### src/rtl/adaptive_relaxation_factor_defines.svh
// Assertion macros for the relaxation factor block.
`ifndef ADAPTIVE_RELAXATION_FACTOR_DEFINES_SVH
`define ADAPTIVE_RELAXATION_FACTOR_DEFINES_SVH
// Implication checked on every edge outside reset.
`define ARF_ASSERT_IMP(label, ante, cons) \
    label: assert property (@(posedge clk) disable iff (!rst_n) (ante) |-> (cons)) \
        else $error("assertion failed");
// Next-cycle implication.
`define ARF_ASSERT_NEXT(label, ante, cons) \
    label: assert property (@(posedge clk) disable iff (!rst_n) (ante) |=> (cons)) \
        else $error("assertion failed");
`endif

### src/rtl/arf_pkg.sv
// Shared types and constants of the relaxation factor block.
package arf_pkg;
    localparam int FW = 18;
    localparam int RW = 64;
    localparam int HISTORY_DEPTH_DEF = 4;
    localparam logic [FW-1:0] INITIAL_FACTOR_DEF = 18'd32768;
    localparam logic [FW-1:0] CAP_EARLY = 18'd19661;
    localparam logic [FW-1:0] CAP_POOR = 18'd6554;
    localparam logic [RW-1:0] POOR_RESIDUAL = 64'd100 << 40;
    localparam logic [15:0] RUN_MAX = 16'hFFFF;

    localparam logic [2:0] KIND_FIRST = 3'd0;
    localparam logic [2:0] KIND_OSC = 3'd1;
    localparam logic [2:0] KIND_DIV = 3'd2;
    localparam logic [2:0] KIND_MOD = 3'd3;
    localparam logic [2:0] KIND_EXC = 3'd4;
    localparam logic [2:0] KIND_NONE = 3'd5;

    localparam logic [2:0] REG_OSC_GAIN = 3'd0;
    localparam logic [2:0] REG_DIV_RATIO = 3'd1;
    localparam logic [2:0] REG_DEC_GAIN = 3'd2;
    localparam logic [2:0] REG_EXC_RATIO = 3'd3;
    localparam logic [2:0] REG_MOD_GAIN = 3'd4;
    localparam logic [2:0] REG_STR_GAIN = 3'd5;
    localparam logic [2:0] REG_CEIL = 3'd6;
    localparam logic [2:0] REG_FLOOR = 3'd7;

    // datapath operation selected by the controller
    typedef enum logic [2:0] {
        OP_IDLE   = 3'd0,
        OP_LOAD   = 3'd1,  // capture request, push window
        OP_OSC    = 3'd2,  // window sum and sign changes
        OP_RATIO1 = 3'd3,  // compare against divergence ratio
        OP_RATIO2 = 3'd4,  // compare against excellent ratio
        OP_SCALE  = 3'd5,  // factor times gain, registered
        OP_FINISH = 3'd6   // clamp, caps, runs, commit
    } op_t;

    typedef struct packed {
        op_t  op;
        logic mul_step;  // one 32-bit slice of the ratio product
        logic [1:0] slice;
    } cmd_t;

    typedef struct packed {
        logic first;
        logic osc;
        logic zero_zero;
    } status_t;
endpackage

### src/rtl/arf_ctrl.sv
// Controller sequencing the relaxation factor datapath.
module arf_ctrl
    import arf_pkg::*;
(
    input  logic    clk,
    input  logic    rst_n,
    input  logic    in_valid,
    output logic    in_stall,
    output logic    out_valid,
    input  logic    out_stall,
    input  status_t status,
    output cmd_t    cmd
);
    typedef enum logic [7:0] {
        S_IDLE  = 8'b00000001,
        S_OSC   = 8'b00000010,
        S_R1    = 8'b00000100,
        S_R2    = 8'b00001000,
        S_SCALE = 8'b00010000,
        S_FIN   = 8'b00100000,
        S_OUT   = 8'b01000000,
        S_LOAD  = 8'b10000000
    } state_t;

    state_t state_reg, state_next;
    logic [1:0] slice_reg, slice_next;
    logic out_valid_reg, out_valid_next;

    // a new request is taken once the previous result has left
    assign in_stall = (state_reg != S_IDLE) || (out_valid_reg && out_stall);
    assign out_valid = out_valid_reg;

    always_comb
    begin
        state_next = state_reg;
        slice_next = slice_reg;
        out_valid_next = out_valid_reg && out_stall;
        cmd.op = OP_IDLE;
        cmd.mul_step = 1'b0;
        cmd.slice = slice_reg;
        unique case (state_reg)
            S_IDLE:
            begin
                if (in_valid && !in_stall)
                begin
                    cmd.op = OP_LOAD;
                    state_next = S_LOAD;
                end
            end
            S_LOAD:
            begin
                if (status.first)
                begin
                    cmd.op = OP_FINISH;
                    state_next = S_OUT;
                end
                else
                begin
                    cmd.op = OP_OSC;
                    state_next = S_OSC;
                end
            end
            S_OSC:
            begin
                slice_next = 2'd0;
                if (status.osc || status.zero_zero)
                    state_next = S_SCALE;
                else
                    state_next = S_R1;
            end
            S_R1:
            begin
                cmd.op = OP_RATIO1;
                cmd.mul_step = 1'b1;
                slice_next = slice_reg + 2'd1;
                if (slice_reg == 2'd1)
                begin
                    slice_next = 2'd0;
                    state_next = S_R2;
                end
            end
            S_R2:
            begin
                cmd.op = OP_RATIO2;
                cmd.mul_step = 1'b1;
                slice_next = slice_reg + 2'd1;
                if (slice_reg == 2'd1)
                    state_next = S_SCALE;
            end
            S_SCALE:
            begin
                cmd.op = OP_SCALE;
                state_next = S_FIN;
            end
            S_FIN:
            begin
                cmd.op = OP_FINISH;
                state_next = S_OUT;
            end
            S_OUT:
            begin
                out_valid_next = 1'b1;
                state_next = S_IDLE;
            end
            default: state_next = S_IDLE;
        endcase
    end

    always_ff @(posedge clk or negedge rst_n)
    begin
        if (!rst_n)
        begin
            state_reg <= S_IDLE;
            slice_reg <= 2'd0;
            out_valid_reg <= 1'b0;
        end
        else
        begin
            state_reg <= state_next;
            slice_reg <= slice_next;
            out_valid_reg <= out_valid_next;
        end
    end
endmodule

### src/rtl/arf_datapath.sv
// Datapath: window, ratio compares, gain multiply, clamps and run counters.
module arf_datapath
    import arf_pkg::*;
#(
    parameter int HISTORY_DEPTH = HISTORY_DEPTH_DEF,
    parameter logic [FW-1:0] INITIAL_FACTOR = INITIAL_FACTOR_DEF
)
(
    input  logic          clk,
    input  logic          rst_n,
    input  cmd_t          cmd,
    output status_t       status,
    input  logic [RW-1:0] residual,
    input  logic [15:0]   iteration,
    input  logic          cfg_valid,
    input  logic [2:0]    cfg_index,
    input  logic [23:0]   cfg_data,
    output logic [FW-1:0] relaxation_factor,
    output logic [2:0]    adjustment_kind,
    output logic [15:0]   improvement_run,
    output logic [15:0]   deterioration_run
);
    localparam int CW = $clog2(HISTORY_DEPTH + 1);

    logic [FW-1:0] osc_gain_reg, dec_gain_reg, mod_gain_reg, str_gain_reg;
    logic [FW-1:0] ceil_reg, floor_reg;
    logic [23:0] div_ratio_reg, exc_ratio_reg;

    logic [RW-1:0] win_reg [HISTORY_DEPTH];
    logic [CW-1:0] fill_reg;
    logic [RW-1:0] last_reg, cur_reg;
    logic [15:0] iter_reg;
    logic first_reg;
    logic [FW-1:0] factor_reg;
    logic [15:0] good_reg, bad_reg;
    logic [2:0] kind_reg;
    logic osc_reg;
    logic div_reg, exc_reg;
    logic [88:0] prod_reg;  // prev * ratio, built from two 32-bit slices
    logic [35:0] scaled_reg;

    // ---- configuration ----
    always_ff @(posedge clk or negedge rst_n)
    begin
        if (!rst_n)
        begin
            osc_gain_reg <= 18'd32768;
            div_ratio_reg <= 24'd65536;
            dec_gain_reg <= 18'd32768;
            exc_ratio_reg <= 24'd32768;
            mod_gain_reg <= 18'd68813;
            str_gain_reg <= 18'd78643;
            ceil_reg <= 18'd65536;
            floor_reg <= 18'd655;
        end
        else if (cfg_valid)
        begin
            unique case (cfg_index)
                REG_OSC_GAIN:  osc_gain_reg <= cfg_data[FW-1:0];
                REG_DIV_RATIO: div_ratio_reg <= cfg_data;
                REG_DEC_GAIN:  dec_gain_reg <= cfg_data[FW-1:0];
                REG_EXC_RATIO: exc_ratio_reg <= cfg_data;
                REG_MOD_GAIN:  mod_gain_reg <= cfg_data[FW-1:0];
                REG_STR_GAIN:  str_gain_reg <= cfg_data[FW-1:0];
                REG_CEIL:      ceil_reg <= cfg_data[FW-1:0];
                REG_FLOOR:     floor_reg <= cfg_data[FW-1:0];
                default: ;
            endcase
        end
    end

    // ---- oscillation over newest four entries ----
    logic [RW-1:0] w0, w1, w2, w3;
    logic [RW+1:0] wsum;
    logic p0, p1, p2, p3;
    logic [1:0] changes;
    always_comb
    begin
        w0 = win_reg[HISTORY_DEPTH-4];
        w1 = win_reg[HISTORY_DEPTH-3];
        w2 = win_reg[HISTORY_DEPTH-2];
        w3 = win_reg[HISTORY_DEPTH-1];
        wsum = {2'b00, w0} + {2'b00, w1} + {2'b00, w2} + {2'b00, w3};
        p0 = {w0, 2'b00} > wsum;
        p1 = {w1, 2'b00} > wsum;
        p2 = {w2, 2'b00} > wsum;
        p3 = {w3, 2'b00} > wsum;
        changes = {1'b0, p0 ^ p1} + {1'b0, p1 ^ p2} + {1'b0, p2 ^ p3};
    end

    // ---- ratio product, 32-bit slice of prev per step ----
    logic [RW-1:0] prev_sel;
    logic [23:0] ratio_sel;
    logic [55:0] part;
    logic [88:0] prod_acc;
    logic [79:0] num;
    logic ratio_gt, ratio_lt;
    always_comb
    begin
        ratio_sel = (cmd.op == OP_RATIO1) ? div_ratio_reg : exc_ratio_reg;
        prev_sel = last_reg;
        part = (cmd.slice[0] ? prev_sel[63:32] : prev_sel[31:0]) * ratio_sel;
        prod_acc = cmd.slice[0] ? (prod_reg + {1'b0, part, 32'd0})
                                : {33'd0, part};
        num = {cur_reg, 16'd0};
        ratio_gt = {9'd0, num} > prod_acc;
        ratio_lt = {9'd0, num} < prod_acc;
    end

    // ---- gain select ----
    logic [FW-1:0] gain_sel;
    always_comb
    begin
        if (osc_reg)
            gain_sel = osc_gain_reg;
        else if (div_reg)
            gain_sel = dec_gain_reg;
        else if (exc_reg)
            gain_sel = str_gain_reg;
        else
            gain_sel = mod_gain_reg;
    end

    // ---- finishing: clamp, caps ----
    // scaled factor keeps two bits above Q2.16 until the clamps bring it back
    logic [FW+1:0] f_sc, f_cl;
    logic zz;
    always_comb
    begin
        zz = (cur_reg == '0) && (last_reg == '0);
        f_sc = zz && !osc_reg ? {2'b00, factor_reg} : scaled_reg[35:16];
        if (!osc_reg && !zz && !div_reg && f_sc > {2'b00, ceil_reg})
            f_sc = {2'b00, ceil_reg};
        f_cl = f_sc;
        if (f_cl < {2'b00, floor_reg})
            f_cl = {2'b00, floor_reg};
        else if (f_cl > {2'b00, ceil_reg})
            f_cl = {2'b00, ceil_reg};
        if (iter_reg < 16'd5 && f_cl > {2'b00, CAP_EARLY})
            f_cl = {2'b00, CAP_EARLY};
        if (cur_reg > POOR_RESIDUAL && f_cl > {2'b00, CAP_POOR})
            f_cl = {2'b00, CAP_POOR};
    end

    assign status.first = first_reg;
    assign status.osc = (fill_reg >= CW'(4)) && (changes >= 2'd2);
    assign status.zero_zero = zz;

    // Window shifts toward index 0; the newest entry always sits at the top.
    always_ff @(posedge clk)
    begin
        if (cmd.op == OP_LOAD)
        begin
            cur_reg <= residual;
            iter_reg <= iteration;
            for (int i = 0; i < HISTORY_DEPTH - 1; i++)
                win_reg[i] <= win_reg[i+1];
            win_reg[HISTORY_DEPTH-1] <= residual;
        end
        if (cmd.mul_step)
            prod_reg <= prod_acc;
        if (cmd.op == OP_SCALE)
            scaled_reg <= factor_reg * gain_sel;
    end

    // Once four entries are held, the top four are the newest.
    always_ff @(posedge clk or negedge rst_n)
    begin
        if (!rst_n)
        begin
            fill_reg <= '0;
            last_reg <= '0;
            first_reg <= 1'b1;
            factor_reg <= INITIAL_FACTOR;
            good_reg <= '0;
            bad_reg <= '0;
            kind_reg <= KIND_FIRST;
            osc_reg <= 1'b0;
            div_reg <= 1'b0;
            exc_reg <= 1'b0;
        end
        else
        begin
            unique case (cmd.op)
                OP_LOAD:
                begin
                    if (fill_reg < CW'(HISTORY_DEPTH))
                        fill_reg <= fill_reg + CW'(1);
                    osc_reg <= 1'b0;
                    div_reg <= 1'b0;
                    exc_reg <= 1'b0;
                end
                OP_OSC: osc_reg <= status.osc;
                OP_RATIO1: if (cmd.slice[0]) div_reg <= ratio_gt;
                OP_RATIO2: if (cmd.slice[0]) exc_reg <= ratio_lt;
                OP_FINISH:
                begin
                    last_reg <= cur_reg;
                    if (first_reg)
                    begin
                        first_reg <= 1'b0;
                        kind_reg <= KIND_FIRST;
                    end
                    else
                    begin
                        factor_reg <= f_cl[FW-1:0];
                        if (osc_reg)
                        begin
                            good_reg <= '0;
                            bad_reg <= '0;
                            kind_reg <= KIND_OSC;
                        end
                        else if (zz)
                            kind_reg <= KIND_NONE;
                        else if (div_reg)
                        begin
                            if (bad_reg != RUN_MAX) bad_reg <= bad_reg + 16'd1;
                            good_reg <= '0;
                            kind_reg <= KIND_DIV;
                        end
                        else
                        begin
                            if (good_reg != RUN_MAX) good_reg <= good_reg + 16'd1;
                            bad_reg <= '0;
                            kind_reg <= exc_reg ? KIND_EXC : KIND_MOD;
                        end
                    end
                end
                default: ;
            endcase
        end
    end

    assign relaxation_factor = factor_reg;
    assign adjustment_kind = kind_reg;
    assign improvement_run = good_reg;
    assign deterioration_run = bad_reg;
endmodule

### src/rtl/adaptive_relaxation_factor.sv
// Top level of the adaptive relaxation factor controller.
// Steps: load and finish for the first request; otherwise load, oscillation check,
// the two ratio compares (skipped on oscillation or zero over zero), scale, finish.
// A request is taken only when idle; a held result stalls the input.
// The ratio compares use a 32x24 multiplier twice per threshold, then one 18x18
// gain multiply. Reset (rst_n, async, low): registers take their reset values,
// factor takes INITIAL_FACTOR, the next request is treated as the first.
`include "adaptive_relaxation_factor_defines.svh"
module adaptive_relaxation_factor
    import arf_pkg::*;
#(
    parameter int HISTORY_DEPTH = HISTORY_DEPTH_DEF,
    parameter logic [FW-1:0] INITIAL_FACTOR = INITIAL_FACTOR_DEF
)
(
    input  logic          clk,
    input  logic          rst_n,
    input  logic          in_valid,
    output logic          in_stall,
    input  logic [RW-1:0] residual,
    input  logic [15:0]   iteration,
    output logic          out_valid,
    input  logic          out_stall,
    output logic [FW-1:0] relaxation_factor,
    output logic [2:0]    adjustment_kind,
    output logic [15:0]   improvement_run,
    output logic [15:0]   deterioration_run,
    input  logic          cfg_valid,
    output logic          cfg_ready,
    input  logic [2:0]    cfg_index,
    input  logic [23:0]   cfg_data
);
    cmd_t cmd;
    status_t status;

    // configuration is always taken
    assign cfg_ready = 1'b1;

    arf_ctrl u_ctrl (
        .clk(clk), .rst_n(rst_n),
        .in_valid(in_valid), .in_stall(in_stall),
        .out_valid(out_valid), .out_stall(out_stall),
        .status(status), .cmd(cmd)
    );

    arf_datapath #(
        .HISTORY_DEPTH(HISTORY_DEPTH), .INITIAL_FACTOR(INITIAL_FACTOR)
    ) u_dp (
        .clk(clk), .rst_n(rst_n), .cmd(cmd), .status(status),
        .residual(residual), .iteration(iteration),
        .cfg_valid(cfg_valid), .cfg_index(cfg_index), .cfg_data(cfg_data),
        .relaxation_factor(relaxation_factor), .adjustment_kind(adjustment_kind),
        .improvement_run(improvement_run), .deterioration_run(deterioration_run)
    );

    // a request is never taken while a result waits
    `ARF_ASSERT_IMP(a_no_accept_busy, out_valid && out_stall, in_stall)
    // result holds while stalled
    `ARF_ASSERT_NEXT(a_hold, out_valid && out_stall, out_valid && $stable(relaxation_factor))
    // kind code stays within its range
    `ARF_ASSERT_IMP(a_kind, out_valid, adjustment_kind <= KIND_NONE)
endmodule

### config.mk
export PLATFORM = sky130hd
export DESIGN_NAME = adaptive_relaxation_factor
export DESIGN_NICKNAME = d
export VERILOG_FILES = /design/src/rtl/arf_pkg.sv /design/src/rtl/arf_ctrl.sv /design/src/rtl/arf_datapath.sv /design/src/rtl/adaptive_relaxation_factor.sv
export VERILOG_INCLUDE_DIRS = /design/src /design/src/rtl
export SDC_FILE = /design/constraint.sdc
export NUM_CORES = 2
export LEC_CHECK = 0
export ABC_CLOCK_PERIOD_IN_PS = 15300
export BUFFER_PORTS_ARGS = -buffer_cell sky130_fd_sc_hd__buf_2
export CORE_MARGIN = 5
export CORE_UTILIZATION = 35
export DETAILED_ROUTE_END_ITERATION = 7
export HOLD_SLACK_MARGIN = 0.05
export PLACE_DENSITY = 0.47
export SLEW_MARGIN = 5
export SYNTH_ARGS = -nofsm -noshare
export SYNTH_HDL_FRONTEND = slang
export SYNTH_SLANG_ARGS = --single-unit
### constraint.sdc
create_clock -name clk -period 15.3 [get_ports clk]
set_input_delay 2.295 -clock clk [delete_from_list [all_inputs] [get_ports clk]]
set_output_delay 2.295 -clock clk [all_outputs]
set_load 0.03 [all_outputs]
Yosys cells after proc, flatten, opt, wreduce, memory -nomap -nowiden
Memories as Yosys holds them, arrays and structs flattened.
Cells that the tools add are included.
{"block": "word_totals", "wordCells": 175, "mem_count": 1, "ramBits": 256, "output_inout_bits": 56, "input_bits": 112, "regBits": 496}
{"block": "classes", "bitwise": 4, "n_addsub": 10, "mul": 2, "n_reduce_logical": 40, "magnitude_cmp": 16, "mux": 45, "eq_ne": 32}
{"memory": "u_dp.win_reg", "depth": 4, "width": 64, "read_ports": 4, "rd_clocked_by_memory_dff": 0, "wr": 4, "line_no": "arf_datapath.sv:29", "text": "logic [RW-1:0] win_reg [HISTORY_DEPTH];"}
{"op": "greater-than comparator 66 bit", "n": 4}
{"op": "adder 66 x 64 -> 66 bit", "n": 2}
{"op": "logical NOT 64 bit", "n": 2}
{"op": "2-to-1 mux 16 bit", "n": 8}
{"op": "2-to-1 mux 20 bit", "n": 5}
{"op": "adder 89 x 88 -> 89 bit", "n": 1}
{"op": "greater-than comparator 80 x 89 -> 1 bit", "n": 1}
{"op": "< comparator 80 x 89 -> 1 bit", "n": 1}
{"op": "2-to-1 mux 89 bit", "n": 1}
{"op": "2-to-1 mux 18 bit", "n": 4}
{"op": "adder 64 x 64 -> 65 bit", "n": 1}
{"op": "greater-than comparator 64 x 47 -> 1 bit, second input constant", "n": 1}
{"op": "multiplier 56 x 24 -> 56 bit", "n": 1}
{"op": "one-hot mux 8 bit (7 select lines)", "n": 1}
{"op": "greater-than comparator 20 x 18 -> 1 bit", "n": 2}
{"op": "multiplier 18 x 18 -> 36 bit", "n": 1}
{"op": "adder 16 x 1 -> 16 bit, second input constant", "n": 2}
{"op": "2-to-1 mux 32 bit", "n": 1}
{"op": "inequality test 16 bit, second input constant", "n": 2}
{"op": "2-to-1 mux 24 bit", "n": 1}
{"op": "2-to-1 mux 8 bit", "n": 3}
{"op": "AND reduction 2 bit", "n": 12}
{"op": "== test 3 bit, second input constant", "n": 7}
{"op": "greater-than comparator 20 x 13 -> 1 bit, second input constant", "n": 1}
{"op": "44 further kinds", "n": 84}

Depth between registers and ports, before layout
{"block": "depth", "ltp_word": 16, "depth_mapped": 63, "depth_no_buf": 59}

Modules after synthesis
A second synthesis with hierarchy kept.
{"block": "unflattened", "cells_unflattened": 7725, "hier_area_um2": 77702.0}
{"module": "arf_datapath", "cells_each": 7657, "area_each_um2": 76996.3, "instances": 1}
{"module": "arf_ctrl", "cells_each": 66, "area_each_um2": 694.4, "instances": 1}
{"module": "adaptive_relaxation_factor", "cells_each": 2, "area_each_um2": 11.3, "instances": 1}

Least setup slack after synthesis
OpenSTA, ideal clock, no wires.
{"block": "synth_timing", "kind": "register to register", "startpoint": "reg u_ctrl.slice_reg[0]", "endpoint": "reg u_dp.exc_reg", "setup_ns": 0.130, "arrival_time_ns": 13.352, "slack_ns": 1.818, "synth_period_minus_slack_ns": 13.482, "stages_incl_launch_ff": 59, "cell_sequence": "dfrtp_1 > buf_2 > clkbuf_1 > clkbuf_1 > buf_1 > clkbuf_1 > mux2i_1 > clkbuf_1 > nor2_1 > fa_1 > fa_1 > inv_1 > fa_1 > inv_1 > fa_1 > fa_1 > fa_1 > inv_1 > [23 not listed] > o21ai_0 > nand2b_1 > a21oi_1 > xnor2_1 > nand2_1 > ha_1 > nand4_1 > or2_2 > nor4_1 > o21ai_0 > a41oi_1 > nor4b_1 > a221oi_1 > a221oi_1 > or4_1 > nor4_2 > nand3_1 > mux2_2"}
{"block": "synth_between", "elab_chain_cells": 7, "elab_cells_between_ends": 9, "classes_between": "1 x add/sub; 1 x mul; 1 x order compare; 1 x eq/ne; 4 x mux; 1 x reduce/logical"}
{"item": "start, declared", "line_no": "arf_ctrl.sv:26", "text": "logic [1:0] slice_reg, slice_next;"}
{"item": "start signal, assigned", "line_no": "arf_ctrl.sv:120", "text": "slice_reg <= slice_next;"}
{"item": "2-to-1 mux 32 bit", "line_no": "arf_datapath.sv:102", "text": "part = (cmd.slice[0] ? prev_sel[63:32] : prev_sel[31:0]) * ratio_sel;"}
{"item": "multiplier 56 x 24 -> 56 bit", "line_no": "arf_datapath.sv:102"}
{"item": "adder 89 x 88 -> 89 bit", "line_no": "arf_datapath.sv:103", "text": "prod_acc = cmd.slice[0] ? (prod_reg + {1'b0, part, 32'd0})"}
{"item": "2-to-1 mux 89 bit", "line_no": "arf_datapath.sv:103"}
{"item": "< comparator 80 x 89 -> 1 bit", "line_no": "arf_datapath.sv:107", "text": "ratio_lt = {9'd0, num} < prod_acc;"}
{"item": "2-to-1 mux 1 bit", "line_no": "arf_datapath.sv:195", "text": "OP_RATIO2: if (cmd.slice[0]) exc_reg <= ratio_lt;"}
{"item": "one-hot mux 1 bit (2 select lines)", "line_no": "arf_datapath.sv:184", "text": "unique case (cmd.op)"}
{"item": "end signal, assigned", "line_no": "arf_datapath.sv:195"}
{"item": "end, declared", "line_no": "arf_datapath.sv:38", "text": "logic div_reg, exc_reg;"}
Parallel ways exist; a longest one is shown, timed or not. The select of a mux whose other input is x is not followed.
A chain may end at the register's enable or synchronous reset.

Final worst setup path
{"block": "layout_timing", "startpoint": "reg u_ctrl.state_reg[5]", "endpoint": "reg u_dp.exc_reg"}
{"block": "layout_between", "elab_chain_cells": 14, "elab_cells_between_ends": 25, "classes_between": "1 x add/sub; 1 x mul; 1 x order compare; 11 x eq/ne; 6 x mux; 5 x reduce/logical"}
{"item": "start, declared", "line_no": "arf_ctrl.sv:25", "text": "state_t state_reg, state_next;"}
{"item": "start signal, assigned", "line_no": "arf_ctrl.sv:119", "text": "state_reg <= state_next;"}
{"item": "inequality test 8 x 1 -> 1 bit", "line_no": "arf_ctrl.sv:30", "text": "assign in_stall = (state_reg != S_IDLE) || (out_valid_reg && out_stall);"}
{"item": "logical OR 1 bit", "line_no": "arf_ctrl.sv:30"}
{"item": "logical NOT 1 bit", "line_no": "arf_ctrl.sv:44", "text": "if (in_valid && !in_stall)"}
{"item": "logical AND 1 bit", "line_no": "arf_ctrl.sv:44"}
{"item": "2-to-1 mux 1 bit", "line_no": "arf_ctrl.sv:44"}
{"item": "one-hot mux 3 bit (6 select lines) (*)", "line_no": "arf_ctrl.sv:41", "text": "unique case (state_reg)"}
{"item": "== test 3 x 2 -> 1 bit", "line_no": "arf_datapath.sv:100", "text": "ratio_sel = (cmd.op == OP_RATIO1) ? div_ratio_reg : exc_ratio_reg;"}
{"item": "2-to-1 mux 24 bit", "line_no": "arf_datapath.sv:100"}
{"item": "multiplier 56 x 24 -> 56 bit", "line_no": "arf_datapath.sv:102"}
{"item": "adder 89 x 88 -> 89 bit", "line_no": "arf_datapath.sv:103"}
{"item": "2-to-1 mux 89 bit", "line_no": "arf_datapath.sv:103"}
{"item": "< comparator 80 x 89 -> 1 bit", "line_no": "arf_datapath.sv:107"}
{"item": "2-to-1 mux 1 bit", "line_no": "arf_datapath.sv:195"}
{"item": "one-hot mux 1 bit (2 select lines)", "line_no": "arf_datapath.sv:184"}
Every way passes the cells marked *; elsewhere a longest branch is shown, timed or not. The select of a mux whose other input is x is not followed.

==> impl_results.md <==
- Worst skew pair latency: approximately 0.76 ns
- Max-cap violations: 0
- Ys Warns: 0
- First-pass GRT wire length: approximately 420 mm
- Mux cell area share after synthesis: 4.77%
- Net Count, Synth: 10,400
- Vias: 62,300
- Storage cell area: 0.0188 mm²
- Clock tree from TritonCTS: yes
- Clock sink count: 672
- Hold Path Class: flip-flop to flip-flop
- Iter 0 DRT Violations: 4,738
- R2R Path End: u_dp.exc_reg
- Share of cells above drive strength 1: 10.0%
- Simple-gate share of the synthesized area: a little over an eighth
- Slowest Stage Delay on Critical Path: 0.67 ns
- CTS max path bufs: 3
- Hold Vio Cnt, Final: 0
- DRC viols: 0
- Port Buffers: 166
- Fillers: 22,900
- CP max FO: 45
- CP Capture Type: flip-flop
- Status: finished clean
- Max stage delay cell, worst path: or4_2
- Dpl hpwl: 229 mm
- Vias in the first global route: 63,600
- Mapped Area: 0.0804 mm²
- Vias per cell: 5.29
- CP Data Arrival Time: 15.44 ns
- # setup viols final: 0
- Clock slew at reported path FFs: roughly 0.060 ns
- P&R area growth vs syn: 10.6%
- Final GP Congestion: 0.937
- I/O Pins: 168
- Synthesized area per cell: 9.48 µm²
- Final ANT Viol Nets: 0
- Synthesized instance count: 8,480
- Multi-input logic area: 0.0555 mm²
- Synth Area in Compound Gates: a little over a tenth
- Critical Path Source: u_ctrl.state_reg[5]
- Worst setup path end: u_dp.exc_reg
- TNS Setup: 0 ns
- Initial antenna violation count: 5
- Final Skew: 0.0789 ns
- Max reg flops: ~190
- Die Wd: 489 µm
- CP most frequent cell: fa_1
- Slew @ Worst Pin: around 1.3 ns
- Layout net count: between 10,000 and 15,000
- Die area: 0.239 mm²
- RSZ-0062 raised after global routing: false
- Root cell of the clock tree: clkbuf_16
- R2R Setup Slk: 0.49 ns
- Routed length per instance: 23.9 µm
- Die Ht: 489 µm
- Std cell rows: roughly 180
- Flops & latches, synth: 672
- CP Class: flip-flop to flip-flop
- Routed wire length: 282 mm
- Max H-tree Level: 3
- Synth cell types: slightly above 80
- Dpl ws: 0.189 ns
- Fin cells: between 10,000 and 15,000
- Placed cells: approximately 12,000
- Largest net degree at the start of global routing: 137
- Sequential fraction of the synthesis area: 23.3%
- Pre-Repair DR Iteration Count: 6
- R2R depth: 56
- Worst Setup Start Kind: flip-flop
- Core Util, Final: 38.8%
- Fin worst setup slack: 0.491 ns
- Worst flop-to-flop path startpoint: u_ctrl.state_reg[5]
- Cts hold-fix bufs: 0
- Tmin final: 14.81 ns
- Largest family of logic cells by synthesized area: adder cells
- Synth Area in Adders: 37.7%
- Fraction of registers with async set/reset: 43.3%
- Worst EP required: 15.93 ns
- Post-synth EDFFs: 381
- Total GRT Usage: a little under a quarter
- Total CTS buffers: 86
- GRT overflow: 0
- Ys flop type: edfxtp_1
- Pins over their slew limit: 0
- Final period util: 96.8%
- Slew headroom: 10.4%
- Initial core utilization: 35.1%
- Core Area: 0.229 mm²
- FMAX: about 0.068 GHz
- Post-Synth XOR/XNOR Area: under 10%
[worst min-delay path by stage]
stage                        start                  end  cells after the start
3_5_place_dp   u_dp.win_reg[2][55]  u_dp.win_reg[1][55]                      0
2_1_floorplan  u_dp.win_reg[2][10]  u_dp.win_reg[1][10]                      0
5_1_grt         u_dp.win_reg[2][3]   u_dp.win_reg[1][3]                      0
3_3_place_gp   u_dp.win_reg[2][63]  u_dp.win_reg[1][63]                      0
4_1_cts         u_dp.win_reg[2][3]   u_dp.win_reg[1][3]                      0
6_report        u_dp.win_reg[2][3]   u_dp.win_reg[1][3]                      0
[metal layers]
layer	part of all wire (%)	track usage, %	routed length (µm)
met1	47	34.2	132000
met2	44	36.2	123000
met3	6.8	4.32	19100
met4	2.9	5.83	8120
met5	0.014	0	40
[final cells by class]
class,count,area share [%]
tap,3026,4.26
antenna,4,0.0113
clock inverter,53,0.701
inverter,1425,6.01
sequential,672,21.1
timing repair buffer,388,2.88
clock buffer,108,2.63
multi-input combinational,6116,62.4
[critical path: cells and delay by family (launching register included)]
kind | cells | cell delay, ns
compound gates | 22 | 4.54
xor+xnor | 2 | 0.32
fa+ha+maj | 10 | 4.57
buf+inv | 5 | 0.43
flops | 1 | 0.37
mux | 2 | 0.81
simple gates | 15 | 3.53
[cell usage after synthesis (14+ instances only)]
cell type / instances / area, µm²
and4_1: 14 / 123
a211oi_1: 34 / 255
and3_1: 59 / 369
nand4_1: 123 / 769
nand3_1: 72 / 360
clkbuf_1: 243 / 912
a31oi_1: 28 / 175
ha_1: 855 / 10700
o31ai_1: 36 / 270
or3_1: 22 / 138
edfxtp_1: 381 / 11400
o21ai_1: 17 / 85.1
fa_1: 979 / 19600
dfstp_2: 31 / 815
or2_2: 18 / 113
mux2i_1: 93 / 931
xnor2_1: 136 / 1190
a21o_1: 246 / 1850
o21a_1: 62 / 465
o21bai_1: 30 / 225
nand2_1: 1050 / 3940
o211ai_1: 33 / 248
nor4_1: 53 / 332
inv_1: 1425 / 5350
nor2b_1: 98 / 613
xor2_1: 96 / 841
nor3_1: 83 / 415
a21oi_1: 375 / 1880
or4_1: 17 / 128
nand2b_1: 73 / 457
dfrtp_1: 260 / 6510
mux2_2: 244 / 2750
nor2_1: 578 / 2170
o21ai_0: 308 / 1540
buf_1: 18 / 67.6
and2_1: 83 / 519
a211o_1: 19 / 166
[what timing repair did]
action / 4_1_cts / 5_1_grt
setup endpoints to repair: 0 / 2
setup buffers: 0 / 1
resized for setup: 0 / 14
endpoints found under the hold margin: 0 / 0
[cell usage in the layout (no fill, tap or decap), types with 28 or more instances in the layout]
| master | count |
|---|---|
| a211oi_1 | 33 |
| ha_1 | 855 |
| xor2_1 | 96 |
| nand3_1 | 71 |
| fa_1 | 979 |
| mux2_2 | 244 |
| mux2i_1 | 77 |
| o31ai_1 | 36 |
| buf_2 | 165 |
| nor2_1 | 578 |
| clkbuf_16 | 87 |
| a21oi_1 | 374 |
| dfstp_2 | 31 |
| nor2b_1 | 98 |
| o21ai_0 | 308 |
| nand4_1 | 123 |
| a31oi_1 | 28 |
| nand2b_1 | 73 |
| dfrtp_1 | 258 |
| nand2_1 | 1049 |
| buf_4 | 217 |
| and2_1 | 83 |
| o211ai_1 | 33 |
| xnor2_1 | 135 |
| and3_1 | 58 |
| a21o_1 | 246 |
| nor3_1 | 79 |
| o21bai_1 | 30 |
| edfxtp_1 | 381 |
| nor4_1 | 51 |
| o21a_1 | 62 |
| inv_1 | 1424 |
[cell families (layout without fill, tap and decap cells)]
logic type / after synthesis / in the layout
fa+ha+maj: 1834 / 1834
mux: 350 / 350
compound gates: 1321 / 1321
simple gates: 2378 / 2378
buf+inv: 1692 / 1974
flops: 672 / 672
xor+xnor: 232 / 232
other cells: 1 / 5
[metrics by stage]
step	hold slack, ns	cell area (µm²)
finish	0.458	88900
global route	0.455	88900
CTS	0.456	88800
detailed placement	0.473	85900
global placement	0.475	85900
floorplan	0.457	80400
Power is not shown: default switching activity piles up to over one toggle a cycle in this logic, so the estimate is an artifact.
